[config.mk]
export PLATFORM = sky130hd
export DESIGN_NAME = nearest_resize_address_gen
export DESIGN_NICKNAME = d
export VERILOG_FILES = /design/src/sv/nrag_pkg.sv /design/src/sv/nrag_div.sv /design/src/sv/nearest_resize_address_gen.sv
export SDC_FILE = /design/constraint.sdc
export NUM_CORES = 2
export LEC_CHECK = 0
export BUFFER_PORTS_ARGS = -buffer_cell sky130_fd_sc_hd__buf_2
export CAP_MARGIN = 40
export CORE_MARGIN = 5
export CORE_UTILIZATION = 39
export CTS_CLUSTER_DIAMETER = 30
export DETAILED_ROUTE_END_ITERATION = 6
export PLACE_DENSITY_LB_ADDON = 0.25
export SYNTH_ARGS = -nofsm -noshare
export SYNTH_HDL_FRONTEND = slang
export SYNTH_SLANG_ARGS = --single-unit
[constraint.sdc]
create_clock -name clk -period 9.1 [get_ports clk]
set_clock_uncertainty 0.2 [all_clocks]
set_input_delay 1.365 -clock clk [delete_from_list [all_inputs] [get_ports clk]]
set_output_delay 1.365 -clock clk [all_outputs]
set_load 0.1 [all_outputs]
[src/sv/nrag_pkg.sv]
// Shared widths, register indexes and divider status types for the resize address generator.
// No dependencies.
`default_nettype none

package nrag_pkg;

  localparam int DIM_W      = 13;
  localparam int COORD_W    = 12;
  localparam int CHAN_W     = 3;
  localparam int STRIDE_W   = 15;
  localparam int OFS_W      = 26;
  localparam int CFG_IDX_W  = 3;
  localparam int CFG_DATA_W = 15;
  localparam int STRIDE_MAX = 16384;

  typedef enum logic [CFG_IDX_W-1:0] {
    REG_SRC_WIDTH,
    REG_SRC_HEIGHT,
    REG_DST_WIDTH,
    REG_DST_HEIGHT,
    REG_CHANNEL_COUNT,
    REG_SRC_ROW_STRIDE,
    REG_DST_ROW_STRIDE
  } cfg_reg_t;

  typedef struct packed {
    logic [DIM_W-1:0] whole;
    logic [DIM_W-1:0] rem;
  } quot_t;

  typedef struct packed {
    logic  busy;
    quot_t quot;
  } div_status_t;

endpackage

`default_nettype wire

[src/sv/nrag_div.sv]
// Shift-subtract divider: one quotient bit per cycle, DIM_W quotient bits per division.
// Depends on nrag_pkg.
`default_nettype none

module nrag_div (
  input  logic                         clk,
  input  logic                         rst,
  input  logic                         start,
  input  logic [nrag_pkg::DIM_W-1:0]   dividend,
  input  logic [nrag_pkg::DIM_W-1:0]   divisor,
  output nrag_pkg::div_status_t        status
);

  localparam int W     = nrag_pkg::DIM_W;
  localparam int CNT_W = $clog2(W + 1);

  logic [CNT_W-1:0] count;
  logic [W-1:0]     quo;
  logic [W-1:0]     rem;
  logic [W:0]       trial;
  logic [W:0]       diff;
  logic             fits;

  assign trial = {rem, quo[W-1]};
  assign fits  = trial >= {1'b0, divisor};
  assign diff  = trial - {1'b0, divisor};

  // reset result is 1 / 1
  always_ff @(posedge clk) begin
    if (rst) begin
      count <= '0;
      quo   <= W'(1);
      rem   <= '0;
    end else if (start) begin
      count <= CNT_W'(W);
      quo   <= dividend;
      rem   <= '0;
    end else if (count != '0) begin
      count <= count - 1'b1;
      rem   <= fits ? diff[W-1:0] : trial[W-1:0];
      quo   <= {quo[W-2:0], fits};
    end
  end

  assign status.busy       = count != '0;
  assign status.quot.whole = quo;
  assign status.quot.rem   = rem;

endmodule

`default_nettype wire

[src/sv/nearest_resize_address_gen.sv]
// Nearest-neighbor resize address generator: one output pixel per request in raster order,
// with the nearest source pixel and both element offsets. Depends on nrag_pkg, nrag_div.
//
// One request is taken per clock while the result side keeps up and no divider is busy;
// each result passes the coordinates stage, then the offset multiply stage. A write to any of
// the four dimension registers starts the two shift-subtract dividers that form the source
// step quotients; request input is held off after such a write until the load is done and
// both dividers have formed all 13 quotient bits. Other register writes take effect at once.
`default_nettype none

module nearest_resize_address_gen #(
  parameter int MAX_DIM      = 4096,
  parameter int MAX_CHANNELS = 4
) (
  input  logic                                 clk,
  input  logic                                 rst,
  input  logic                                 cfg_write,
  input  logic [nrag_pkg::CFG_IDX_W-1:0]       cfg_index,
  input  logic [nrag_pkg::CFG_DATA_W-1:0]      cfg_data,
  input  logic                                 in_valid,
  output logic                                 in_ready,
  input  logic                                 restart_frame,
  output logic                                 out_valid,
  input  logic                                 out_ready,
  output logic [nrag_pkg::COORD_W-1:0]         dst_row,
  output logic [nrag_pkg::COORD_W-1:0]         dst_col,
  output logic [nrag_pkg::COORD_W-1:0]         src_row,
  output logic [nrag_pkg::COORD_W-1:0]         src_col,
  output logic [nrag_pkg::OFS_W-1:0]           src_offset,
  output logic [nrag_pkg::OFS_W-1:0]           dst_offset,
  output logic                                 row_end,
  output logic                                 frame_end
);

  localparam int DW = nrag_pkg::DIM_W;
  localparam int CW = nrag_pkg::COORD_W;
  localparam int HW = nrag_pkg::CHAN_W;
  localparam int SW = nrag_pkg::STRIDE_W;
  localparam int OW = nrag_pkg::OFS_W;

  typedef struct packed {
    logic [CW-1:0] idx;
    logic [DW-1:0] acc;
  } pos_t;

  function automatic logic [DW-1:0] eff_dim(input logic [DW-1:0] v);
    logic [DW-1:0] r;
    r = v;
    if (v == '0) r = DW'(1);
    else if (int'(v) > MAX_DIM) r = DW'(MAX_DIM);
    return r;
  endfunction

  function automatic pos_t advance(input logic [CW-1:0] idx, input logic [DW-1:0] acc,
                                   input logic [DW-1:0] whole, input logic [DW-1:0] rem,
                                   input logic [DW-1:0] out_size,
                                   input logic [DW-1:0] in_size);
    logic [DW:0] i;
    logic [DW:0] a;
    pos_t        p;
    i = {{(DW+1-CW){1'b0}}, idx} + {1'b0, whole};
    a = {1'b0, acc} + {1'b0, rem};
    if (a >= {1'b0, out_size}) begin
      a = a - {1'b0, out_size};
      i = i + 1'b1;
    end
    if (i > {1'b0, in_size} - 1'b1) i = {1'b0, in_size} - 1'b1;
    p.idx = i[CW-1:0];
    p.acc = a[DW-1:0];
    return p;
  endfunction

  // configuration
  logic [DW-1:0] src_width, src_height, dst_width, dst_height;
  logic [HW-1:0] channel_count;
  logic [SW-1:0] src_row_stride, dst_row_stride;
  logic          dim_dirty;
  logic          dim_write;

  assign dim_write = cfg_write && (cfg_index == nrag_pkg::REG_SRC_WIDTH ||
                                   cfg_index == nrag_pkg::REG_SRC_HEIGHT ||
                                   cfg_index == nrag_pkg::REG_DST_WIDTH ||
                                   cfg_index == nrag_pkg::REG_DST_HEIGHT);

  always_ff @(posedge clk) begin
    if (rst) begin
      src_width      <= DW'(1);
      src_height     <= DW'(1);
      dst_width      <= DW'(1);
      dst_height     <= DW'(1);
      channel_count  <= HW'(1);
      src_row_stride <= SW'(1);
      dst_row_stride <= SW'(1);
      dim_dirty      <= 1'b0;
    end else begin
      dim_dirty <= dim_write;
      if (cfg_write) begin
        case (cfg_index)
          nrag_pkg::REG_SRC_WIDTH:      src_width      <= cfg_data[DW-1:0];
          nrag_pkg::REG_SRC_HEIGHT:     src_height     <= cfg_data[DW-1:0];
          nrag_pkg::REG_DST_WIDTH:      dst_width      <= cfg_data[DW-1:0];
          nrag_pkg::REG_DST_HEIGHT:     dst_height     <= cfg_data[DW-1:0];
          nrag_pkg::REG_CHANNEL_COUNT:  channel_count  <= cfg_data[HW-1:0];
          nrag_pkg::REG_SRC_ROW_STRIDE: src_row_stride <= cfg_data[SW-1:0];
          nrag_pkg::REG_DST_ROW_STRIDE: dst_row_stride <= cfg_data[SW-1:0];
          default: ;
        endcase
      end
    end
  end

  // effective sizes
  logic [DW-1:0] sw_eff, sh_eff, dw_eff, dh_eff;
  logic [HW-1:0] ch_eff;
  logic [SW-1:0] ss_eff, ds_eff;

  assign sw_eff = eff_dim(src_width);
  assign sh_eff = eff_dim(src_height);
  assign dw_eff = eff_dim(dst_width);
  assign dh_eff = eff_dim(dst_height);

  always_comb begin
    ch_eff = channel_count;
    if (channel_count == '0) ch_eff = HW'(1);
    else if (int'(channel_count) > MAX_CHANNELS) ch_eff = HW'(MAX_CHANNELS);
    ss_eff = src_row_stride;
    if (src_row_stride == '0) ss_eff = SW'(1);
    else if (int'(src_row_stride) > nrag_pkg::STRIDE_MAX) ss_eff = SW'(nrag_pkg::STRIDE_MAX);
    ds_eff = dst_row_stride;
    if (dst_row_stride == '0) ds_eff = SW'(1);
    else if (int'(dst_row_stride) > nrag_pkg::STRIDE_MAX) ds_eff = SW'(nrag_pkg::STRIDE_MAX);
  end

  // step quotients
  nrag_pkg::div_status_t row_div;
  nrag_pkg::div_status_t col_div;

  nrag_div u_row_div (
    .clk      (clk),
    .rst      (rst),
    .start    (dim_dirty),
    .dividend (sh_eff),
    .divisor  (dh_eff),
    .status   (row_div)
  );

  nrag_div u_col_div (
    .clk      (clk),
    .rst      (rst),
    .start    (dim_dirty),
    .dividend (sw_eff),
    .divisor  (dw_eff),
    .status   (col_div)
  );

  // walk state
  logic [CW-1:0] cur_out_row, cur_out_col, cur_src_row, cur_src_col;
  logic [DW-1:0] row_fraction_acc, col_fraction_acc;
  logic [DW-1:0] row_step_whole, row_step_rem, col_step_whole, col_step_rem;

  logic          pipe_move;
  logic          accept;
  logic          fs;
  logic [CW-1:0] row_c, col_c, srow_c, scol_c;
  logic [DW-1:0] racc_c, cacc_c;
  logic [DW-1:0] rwhole_c, rrem_c, cwhole_c, crem_c;
  logic [CW-1:0] sr, sc;
  logic          last_col, last_row;
  pos_t          rpos, cpos;

  logic [CW-1:0] cur_out_row_next, cur_out_col_next, cur_src_row_next, cur_src_col_next;
  logic [DW-1:0] row_fraction_acc_next, col_fraction_acc_next;

  assign pipe_move = !out_valid || out_ready;
  assign in_ready  = pipe_move && !dim_dirty && !row_div.busy && !col_div.busy;
  assign accept    = in_valid && in_ready;

  always_comb begin
    fs       = restart_frame || (cur_out_row == '0 && cur_out_col == '0);
    row_c    = fs ? '0 : cur_out_row;
    col_c    = fs ? '0 : cur_out_col;
    srow_c   = fs ? '0 : cur_src_row;
    scol_c   = fs ? '0 : cur_src_col;
    racc_c   = fs ? '0 : row_fraction_acc;
    cacc_c   = fs ? '0 : col_fraction_acc;
    rwhole_c = fs ? row_div.quot.whole : row_step_whole;
    rrem_c   = fs ? row_div.quot.rem   : row_step_rem;
    cwhole_c = fs ? col_div.quot.whole : col_step_whole;
    crem_c   = fs ? col_div.quot.rem   : col_step_rem;

    sr = ({1'b0, srow_c} > sh_eff - 1'b1) ? CW'(sh_eff - 1'b1) : srow_c;
    sc = ({1'b0, scol_c} > sw_eff - 1'b1) ? CW'(sw_eff - 1'b1) : scol_c;
    last_col = ({1'b0, col_c} + 1'b1) >= dw_eff;
    last_row = ({1'b0, row_c} + 1'b1) >= dh_eff;

    rpos = advance(srow_c, racc_c, rwhole_c, rrem_c, dh_eff, sh_eff);
    cpos = advance(scol_c, cacc_c, cwhole_c, crem_c, dw_eff, sw_eff);

    cur_out_row_next      = row_c;
    cur_out_col_next      = col_c + 1'b1;
    cur_src_row_next      = srow_c;
    cur_src_col_next      = cpos.idx;
    row_fraction_acc_next = racc_c;
    col_fraction_acc_next = cpos.acc;
    if (last_col) begin
      cur_out_col_next      = '0;
      cur_src_col_next      = '0;
      col_fraction_acc_next = '0;
      if (last_row) begin
        cur_out_row_next      = '0;
        cur_src_row_next      = '0;
        row_fraction_acc_next = '0;
      end else begin
        cur_out_row_next      = row_c + 1'b1;
        cur_src_row_next      = rpos.idx;
        row_fraction_acc_next = rpos.acc;
      end
    end
  end

  always_ff @(posedge clk) begin
    if (rst) begin
      cur_out_row      <= '0;
      cur_out_col      <= '0;
      cur_src_row      <= '0;
      cur_src_col      <= '0;
      row_fraction_acc <= '0;
      col_fraction_acc <= '0;
      row_step_whole   <= '0;
      row_step_rem     <= '0;
      col_step_whole   <= '0;
      col_step_rem     <= '0;
    end else if (accept) begin
      cur_out_row      <= cur_out_row_next;
      cur_out_col      <= cur_out_col_next;
      cur_src_row      <= cur_src_row_next;
      cur_src_col      <= cur_src_col_next;
      row_fraction_acc <= row_fraction_acc_next;
      col_fraction_acc <= col_fraction_acc_next;
      row_step_whole   <= rwhole_c;
      row_step_rem     <= rrem_c;
      col_step_whole   <= cwhole_c;
      col_step_rem     <= crem_c;
    end
  end

  // stage 1: coordinates
  logic          s1_valid;
  logic [CW-1:0] s1_dst_row, s1_dst_col, s1_src_row, s1_src_col;
  logic          s1_row_end, s1_frame_end;

  always_ff @(posedge clk) begin
    if (rst) begin
      s1_valid <= 1'b0;
    end else if (pipe_move) begin
      s1_valid <= accept;
    end
    if (accept) begin
      s1_dst_row   <= row_c;
      s1_dst_col   <= col_c;
      s1_src_row   <= sr;
      s1_src_col   <= sc;
      s1_row_end   <= last_col;
      s1_frame_end <= last_col && last_row;
    end
  end

  // stage 2: offsets
  logic [CW+SW-1:0] src_prod, dst_prod;
  logic [CW+HW-1:0] src_cprod, dst_cprod;
  logic [CW+SW-1:0] src_sum, dst_sum;

  assign src_prod  = s1_src_row * ss_eff;
  assign dst_prod  = s1_dst_row * ds_eff;
  assign src_cprod = s1_src_col * ch_eff;
  assign dst_cprod = s1_dst_col * ch_eff;
  assign src_sum   = src_prod + (CW+SW)'(src_cprod);
  assign dst_sum   = dst_prod + (CW+SW)'(dst_cprod);

  always_ff @(posedge clk) begin
    if (rst) begin
      out_valid <= 1'b0;
    end else if (pipe_move) begin
      out_valid <= s1_valid;
    end
    if (pipe_move && s1_valid) begin
      dst_row    <= s1_dst_row;
      dst_col    <= s1_dst_col;
      src_row    <= s1_src_row;
      src_col    <= s1_src_col;
      src_offset <= src_sum[OW-1:0];
      dst_offset <= dst_sum[OW-1:0];
      row_end    <= s1_row_end;
      frame_end  <= s1_frame_end;
    end
  end

endmodule

`default_nettype wire

Word level (Yosys, flattened, before mapping)
Index checks and enable logic that the tools add are counted.
- input bits: 24
- flip-flop bits (word level): 426
- logic and storage cells: 181
- output and inout bits: 104
- $lt $le $gt $ge: 17
- add/subtract/negate cells: 22
- eq/ne operators: 6
- muxes and demuxes: 51
- reduce and logical (&&, ||, !) cells: 39
- multiply operators: 4
- operator list (kind ; number):
    13-bit 2-to-1 mux ; 25
    12-bit 2-to-1 mux ; 14
    15-bit 2-to-1 mux ; 4
    14-bit by 13-bit >= comparator with 1-bit output ; 4
    26-bit by 15-bit adder with 26-bit output ; 2
    13-bit > comparator (second input constant) ; 4
    13-bit logical NOT ; 4
    12-bit by 15-bit multiplier with 26-bit output ; 2
    13-bit subtractor ; 4
    15-bit > comparator (second input constant) ; 2
    15-bit logical NOT ; 2
    12-bit by 3-bit multiplier with 15-bit output ; 2
    12-bit by 13-bit adder with 14-bit output ; 2
    13-bit by 13-bit adder with 14-bit output ; 2
    14-bit by 1-bit adder with 14-bit output (second input constant) ; 2
    14-bit > comparator ; 2
    14-bit 2-to-1 mux ; 2
    13-bit by 1-bit subtractor with 14-bit output (second input constant) ; 2
    12-bit by 1-bit adder with 13-bit output (second input constant) ; 2
    13-bit >= comparator ; 2
    12-bit by 13-bit > comparator with 1-bit output ; 2
    13-bit by 1-bit subtractor with 13-bit output (second input constant) ; 2
    12-bit by 1-bit adder with 12-bit output (second input constant) ; 2
    12-bit logical NOT ; 2
    15 further kinds ; 46

Depth between registers and ports, before layout
- depth in word-level cells: 11
- depth in mapped cells: 34
- gate-level depth less buffers: 30

Modules after synthesis
From an unflattened synthesis, not the netlist that was laid out.
- cells, all modules: 4495
- area, all modules: 39141.3 um^2
- modules (own cells, without submodules) (module ; cells an instance ; seq. area each (um^2) ; area an instance (um^2) ; times used):
    nearest_resize_address_gen ; 3969 ; 8848.5 ; 35009.8 ; 1
    nrag_div ; 263 ; 600.6 ; 2065.7 ; 2

Least setup slack after synthesis
Ideal clock, no wire load.
- path type: input to register
- from: input restart_frame
- to: register cur_src_row[9]
- setup time: 117 ps
- stages: 28
- buffers on the path: 5
- required time: 8783 ps
- arrival time: 7505 ps
- slack: 1278 ps
- path through: a31oi_1 > clkbuf_1 > clkbuf_1 > mux2_2 > ha_1 > a211oi_1 > o21a_1 > o21ai_1 > a31o_2 > a21oi_1 > xnor2_1 > ha_1 > a21o_1 > o21bai_1 > a2111oi_0 > and3_1 > buf_2 > buf_2 > nor2_1 > xor2_1 > ha_1 > nand4_1 > nor2_1 > o31ai_1 > a311o_1 > clkbuf_1 > or3_1 > a32o_1
- word-level cells in the longest chain between the ends: 9
- elaborated cells between the ends (all ways): 20
- those cells by class: add/sub (5); order compare (4); mux (10); reduce/logical (1)
- RTL lines (item ; RTL line ; source):
    start, declared ; nearest_resize_address_gen.sv:22 ; input logic restart_frame,
    1-bit logical OR * ; nearest_resize_address_gen.sv:179 ; fs = restart_frame || (cur_out_row == '0 && cur_out_col == '0);
    13-bit 2-to-1 mux * ; nearest_resize_address_gen.sv:187 ; rrem_c = fs ? row_div.quot.rem : row_step_rem;
    net rrem_c[1] ; nearest_resize_address_gen.sv:166 ; logic [DW-1:0] rwhole_c, rrem_c, cwhole_c, crem_c;
    13-bit by 13-bit adder with 14-bit output * ; nearest_resize_address_gen.sv:62 ; a = {1'b0, acc} + {1'b0, rem};
    14-bit by 13-bit >= comparator with 1-bit output * ; nearest_resize_address_gen.sv:63 ; if (a >= {1'b0, out_size}) begin
    14-bit 2-to-1 mux * ; nearest_resize_address_gen.sv:63 ;
    14-bit > comparator ; nearest_resize_address_gen.sv:67 ; if (i > {1'b0, in_size} - 1'b1) i = {1'b0, in_size} - 1'b1;
    12-bit 2-to-1 mux * ; nearest_resize_address_gen.sv:67 ;
    12-bit 2-to-1 mux * ; nearest_resize_address_gen.sv:209 ; if (last_row) begin
    12-bit 2-to-1 mux * ; nearest_resize_address_gen.sv:205 ; if (last_col) begin
    end signal, assigned ; nearest_resize_address_gen.sv:236 ; cur_src_row <= cur_src_row_next;
    end, declared ; nearest_resize_address_gen.sv:157 ; logic [CW-1:0] cur_out_row, cur_out_col, cur_src_row, cur_src_col;
Mark *: on every way through the listed nets, which the timed path passes. The rest lies on a longest branch.
A chain may end at the register's enable or synchronous reset.

Final worst setup path
- from: register cur_out_col[11]
- to: register cur_src_col[3]
- word-level cells in the longest chain between the ends: 10
- elaborated cells between the ends (all ways): 18
- those cells by class: add/sub (4); order compare (3); mux (8); reduce/logical (3)
- RTL lines (item ; RTL line ; source):
    start, declared ; nearest_resize_address_gen.sv:157 ;
    start signal, assigned ; nearest_resize_address_gen.sv:235 ; cur_out_col <= cur_out_col_next;
    12-bit logical NOT * ; nearest_resize_address_gen.sv:179 ;
    1-bit logical AND * ; nearest_resize_address_gen.sv:179 ;
    1-bit logical OR * ; nearest_resize_address_gen.sv:179 ;
    13-bit 2-to-1 mux * ; nearest_resize_address_gen.sv:189 ; crem_c = fs ? col_div.quot.rem : col_step_rem;
    net crem_c[0] ; nearest_resize_address_gen.sv:166 ;
    13-bit by 13-bit adder with 14-bit output * ; nearest_resize_address_gen.sv:62 ;
    14-bit by 13-bit >= comparator with 1-bit output * ; nearest_resize_address_gen.sv:63 ;
    14-bit 2-to-1 mux * ; nearest_resize_address_gen.sv:63 ;
    14-bit > comparator ; nearest_resize_address_gen.sv:67 ;
    12-bit 2-to-1 mux * ; nearest_resize_address_gen.sv:67 ;
    12-bit 2-to-1 mux * ; nearest_resize_address_gen.sv:205 ;
    end signal, assigned ; nearest_resize_address_gen.sv:237 ; cur_src_col <= cur_src_col_next;
    end, declared ; nearest_resize_address_gen.sv:157 ;
Marks and branches as above.

==> reports/summary.md <==
The netlist uses 89 different library cells. The run gives 680 ps as the later-pin clock latency in the skew report. The cell depth of the worst flop-to-flop path is 32, and the number of instances resized during post-cts repair is 0.

The clock network accounts for 37.7% of the total power. Combinational cell fraction of total power: 38.3%. For this design, the sink count on the clock tree is 426. The type of the worst setup path is flip-flop to flip-flop.

Clock tree synthesis selected as its root buffer the cell clkbuf_16. Entering global routing, the biggest net connects 79 pins. The number of warnings issued by yosys is 0.

Summed over all cells, the static leakage comes to 20.16 nW. The detail-routed net length per standard cell was 18.65 um. Measured against its own limit, the worst slew margin works out to 33.10%. Across the VDD grid, the largest voltage drop is 0.0002584 V. The final net count came out at 5,240. The run gives 124.5 MHz as the maximum achievable frequency.

The share of total power dissipated in sequential elements is 24.0%. No sink is reached through more buffers than the 3 on the longest clock path. The number of enable-type register cells in the synthesized netlist is 152, and the total iterations of the first detailed-routing run is 5. The startpoint of the worst register-to-register path is cur_out_col[11]. The slowest library cell on the worst path was a31oi_1. STA puts the critical path data required time at 9520 ps.

The power per cell area was 233.9 nW/um2; the width of the die was 324.6 um. The min-delay analysis places its worst path in the category flip-flop to flip-flop. The number of antenna violations at the first check in global routing is 4, and the placement-stage cell area is 40,790 um2. The floorplan has 115 rows. The total congestion overflow came out at 0. The register-to-register setup slack is 1070 ps. Area enclosed by the die boundary: 105,400 um2. The total of max-cap violations was 0.

The count of boundary I/O pins was 128. In this run the critical register-to-register path is captured at cur_src_col[3]. At the end of the flow the core is filled with cells to 45.41%. STA classifies the critical path endpoint as a flip-flop.

Data arrives at the worst endpoint at 8450 ps. Measured along the y axis, the die boundary spans 324.6 um. The run finished with clean final reports. After synthesis, flip-flops and latches occupy 26.03% of the total area. For this block, the initial DRC count from the detailed router was 2,238. Of all nets on the critical path, the largest fanout is 29. At the pin with the least slew margin, the transition time is 995.8 ps.

Tracing the worst setup path back leads to its startpoint at cur_out_col[11]. Setup repair after global routing left no endpoint under its margin. Broken down by cell family, the worst path's largest delay share belongs to compound AO/OA/AOI/OAI gates. The share of flip-flops with an asynchronous set or reset was 0%; the ratio of cells with drive above 1 in the final layout was 10.72%. Following the worst setup path forward leads to its endpoint at cur_src_col[3].

The post-CTS setup buffer count came out at 0. Clock tree synthesis inserted a total of 112 buffers. The post-synthesis average cell area is 8.770 um2. Internal power comes to 6.453 mW. The routed design has 110.2 mm of wire. The finished cells cover 44,620 um2. CTS built an H-tree with a depth of 3. Setup violations remaining at the end of the flow were counted as 0. Clock input transition at the sequential cells of the worst setup and hold paths: 50 ps.

The logs give 0 for the DRC violation count after routing and 0 for the number of hold-slack violations in the final timing report. Fill cells in the final layout number 9,490. Routed via count divided by cell count: 5.294. The first global-routing pass estimated 175.3 mm of wire. The final route contains 31,270 vias. Hold repair after CTS inserted 0 buffers.

The relative area change from synthesis to final layout was 15.59%. Routability-driven placement finished with a final weighted congestion of 0.9176. The critical path's largest stage delay was 480 ps; the placed wire-length estimate was 82.95 mm.

The number of buffers inserted by port buffering came out at 127. Once detail routing completed, the nets flagged for antenna violations numbered 0. The switching power share of the total works out to 38.17%. The number of buffers and inverters on the critical path is 3. The number of instances in the placed design was 5,693. The number of global-route vias before repair was 30,960; the total negative slack for setup checks was 0 ps.

Summed over all nets, the switching power comes to 3.985 mW. Across every metal layer, demand over resource in global routing totals 20.53%. The tools report the number of standard cells in the final layout excluding fillers as 5,907. Subtracting the final worst setup slack from the clock period gives 8032 ps. The cell area that synthesis handed to floorplanning was 38,600 um2. The critical path crosses 32 cells after its start point. The post-synthesis sequential element count was 426.

STA classifies the critical path startpoint as a flip-flop. The initial utilization of the core area, before any placement, comes to 39.28%. The core region area came out at 98,280 um2. TritonCTS built the clock tree. Among all flip-flop cells after synthesis, the most frequent one is dfxtp_1. Synthesis produced a netlist whose cell count is 4,402. After layout, the worst path uses 88.26% of the clock period. The number of max-slew violations in the final report was 0.
[synthesized netlist by cell type, types with 51 or more instances]
library cell	instances	area, um2
fa_1	334	6686
dfxtp_1	274	5485
nor2b_1	65	406.6
mux2_2	64	720.7
nor3_1	112	560.5
ha_1	362	4529
xnor2_1	110	963.4
nor2_1	305	1145
a21o_1	51	382.9
a21oi_1	262	1311
o21ai_0	118	590.6
nand3_1	63	315.3
xor2_1	58	508.0
clkbuf_1	171	641.9
edfxtp_1	152	4564
nand2_1	658	2470
inv_1	457	1715
and2_1	234	1464
a211oi_1	67	503.0
[kinds of logic (layout without fill, tap and decap cells)]
group           after synthesis  in the layout  share of synthesized area [%]
compound gates              740            740                          12.25
xor+xnor                    168            168                          3.811
fa+ha+maj                   696            696                          29.05
buf+inv                     652            868                          6.411
flops                       426            426                          26.03
mux                          91             91                          2.567
other cells                   1              3                       0.009714
simple gates               1628           1628                          19.86
[layout make-up]
cell class | count | area (um2) | share of cell area, %
repair buffers | 197 | 1274 | 2.854
diodes | 1 | 2.502 | 0.005608
clock inverters | 67 | 690.7 | 1.548
inverters | 458 | 1722 | 3.858
well taps | 1287 | 1610 | 3.609
clock buffers | 146 | 3146 | 7.049
flip-flops and latches | 426 | 10050 | 22.52
multi-input cells | 3325 | 26130 | 58.55
[worst min-delay path by stage]
stage | from | end | depth (start not counted)
after detailed placement | col_fraction_acc[10] | col_fraction_acc[10] | 2
after global placement | s1_row_end | row_end | 0
final | s1_row_end | row_end | 0
after global routing | s1_row_end | row_end | 0
after CTS | s1_row_end | row_end | 0
after floorplan | s1_frame_end | frame_end | 0
[power by group through the flow]
stage | logic, mW | registers [mW] | clock network (mW)
after floorplan | 2.83 | 2.71 | 0
after global placement | 3.91 | 2.54 | 0
after detailed placement | 3.97 | 2.54 | 0
after CTS | 4.00 | 2.51 | 4.01
after global routing | 4.46 | 2.53 | 4.12
final | 4.00 | 2.51 | 3.93
[state kept, by name, summed over array words and instances (netlist names), 13 cells and up]
signal and count:
dst_offset 26, src_offset 26, dst_row_stride 15, src_row_stride 15, col_fraction_acc 13, col_step_rem 13, col_step_whole 13, dst_height 13
dst_width 13, row_fraction_acc 13, row_step_rem 13, row_step_whole 13, src_height 13, src_width 13, u_col_div.quo 13, u_col_div.rem 13
u_row_div.quo 13, u_row_div.rem 13
[cells in the final DEF, fill, tap and decap left out, types with 67 or more instances in the layout]
cell,n
clkbuf_16,116
and2_1,234
fa_1,334
nor3_1,110
buf_2,126
nand2_1,658
xnor2_1,110
o21ai_0,118
nor2_1,305
ha_1,362
edfxtp_1,152
dfxtp_1,273
inv_1,456
a21oi_1,261
a211oi_1,67
[per-stage QoR]
stage	setup slack, ps	power, mW	hold WS, ps
finish	1068	10.44	223.7
global route	505.8	11.11	238.2
CTS	1079	10.51	228.0
detailed placement	477.6	6.506	223.3
global placement	552.6	6.446	214.4
floorplan	1278	5.538	200.3
[worst register-to-register path, delay by kind of cell, from the launching register on]
kind / cells / cell delay (ps)
DFF: 1 / 320
adders and majority gates: 4 / 1270
xor gates and xnor gates: 2 / 390
AOI/OAI and AO/OA: 13 / 2820
and+or+nand+nor: 10 / 2130
buffers and inverters: 3 / 810
[layer usage]
layer / vias up / track usage, % / wire (um) / part of all wire (%)
met5: - / 0 / 8 / 0.0073
met4: 2 / 4.673 / 2019 / 1.8
met3: 142 / 3.287 / 6158 / 5.6
met2: 757 / 32.96 / 49670 / 45
met1: 15280 / 29.27 / 52300 / 47
li1: 15090 / - / - / -
Power figures use the tool's default switching activity.
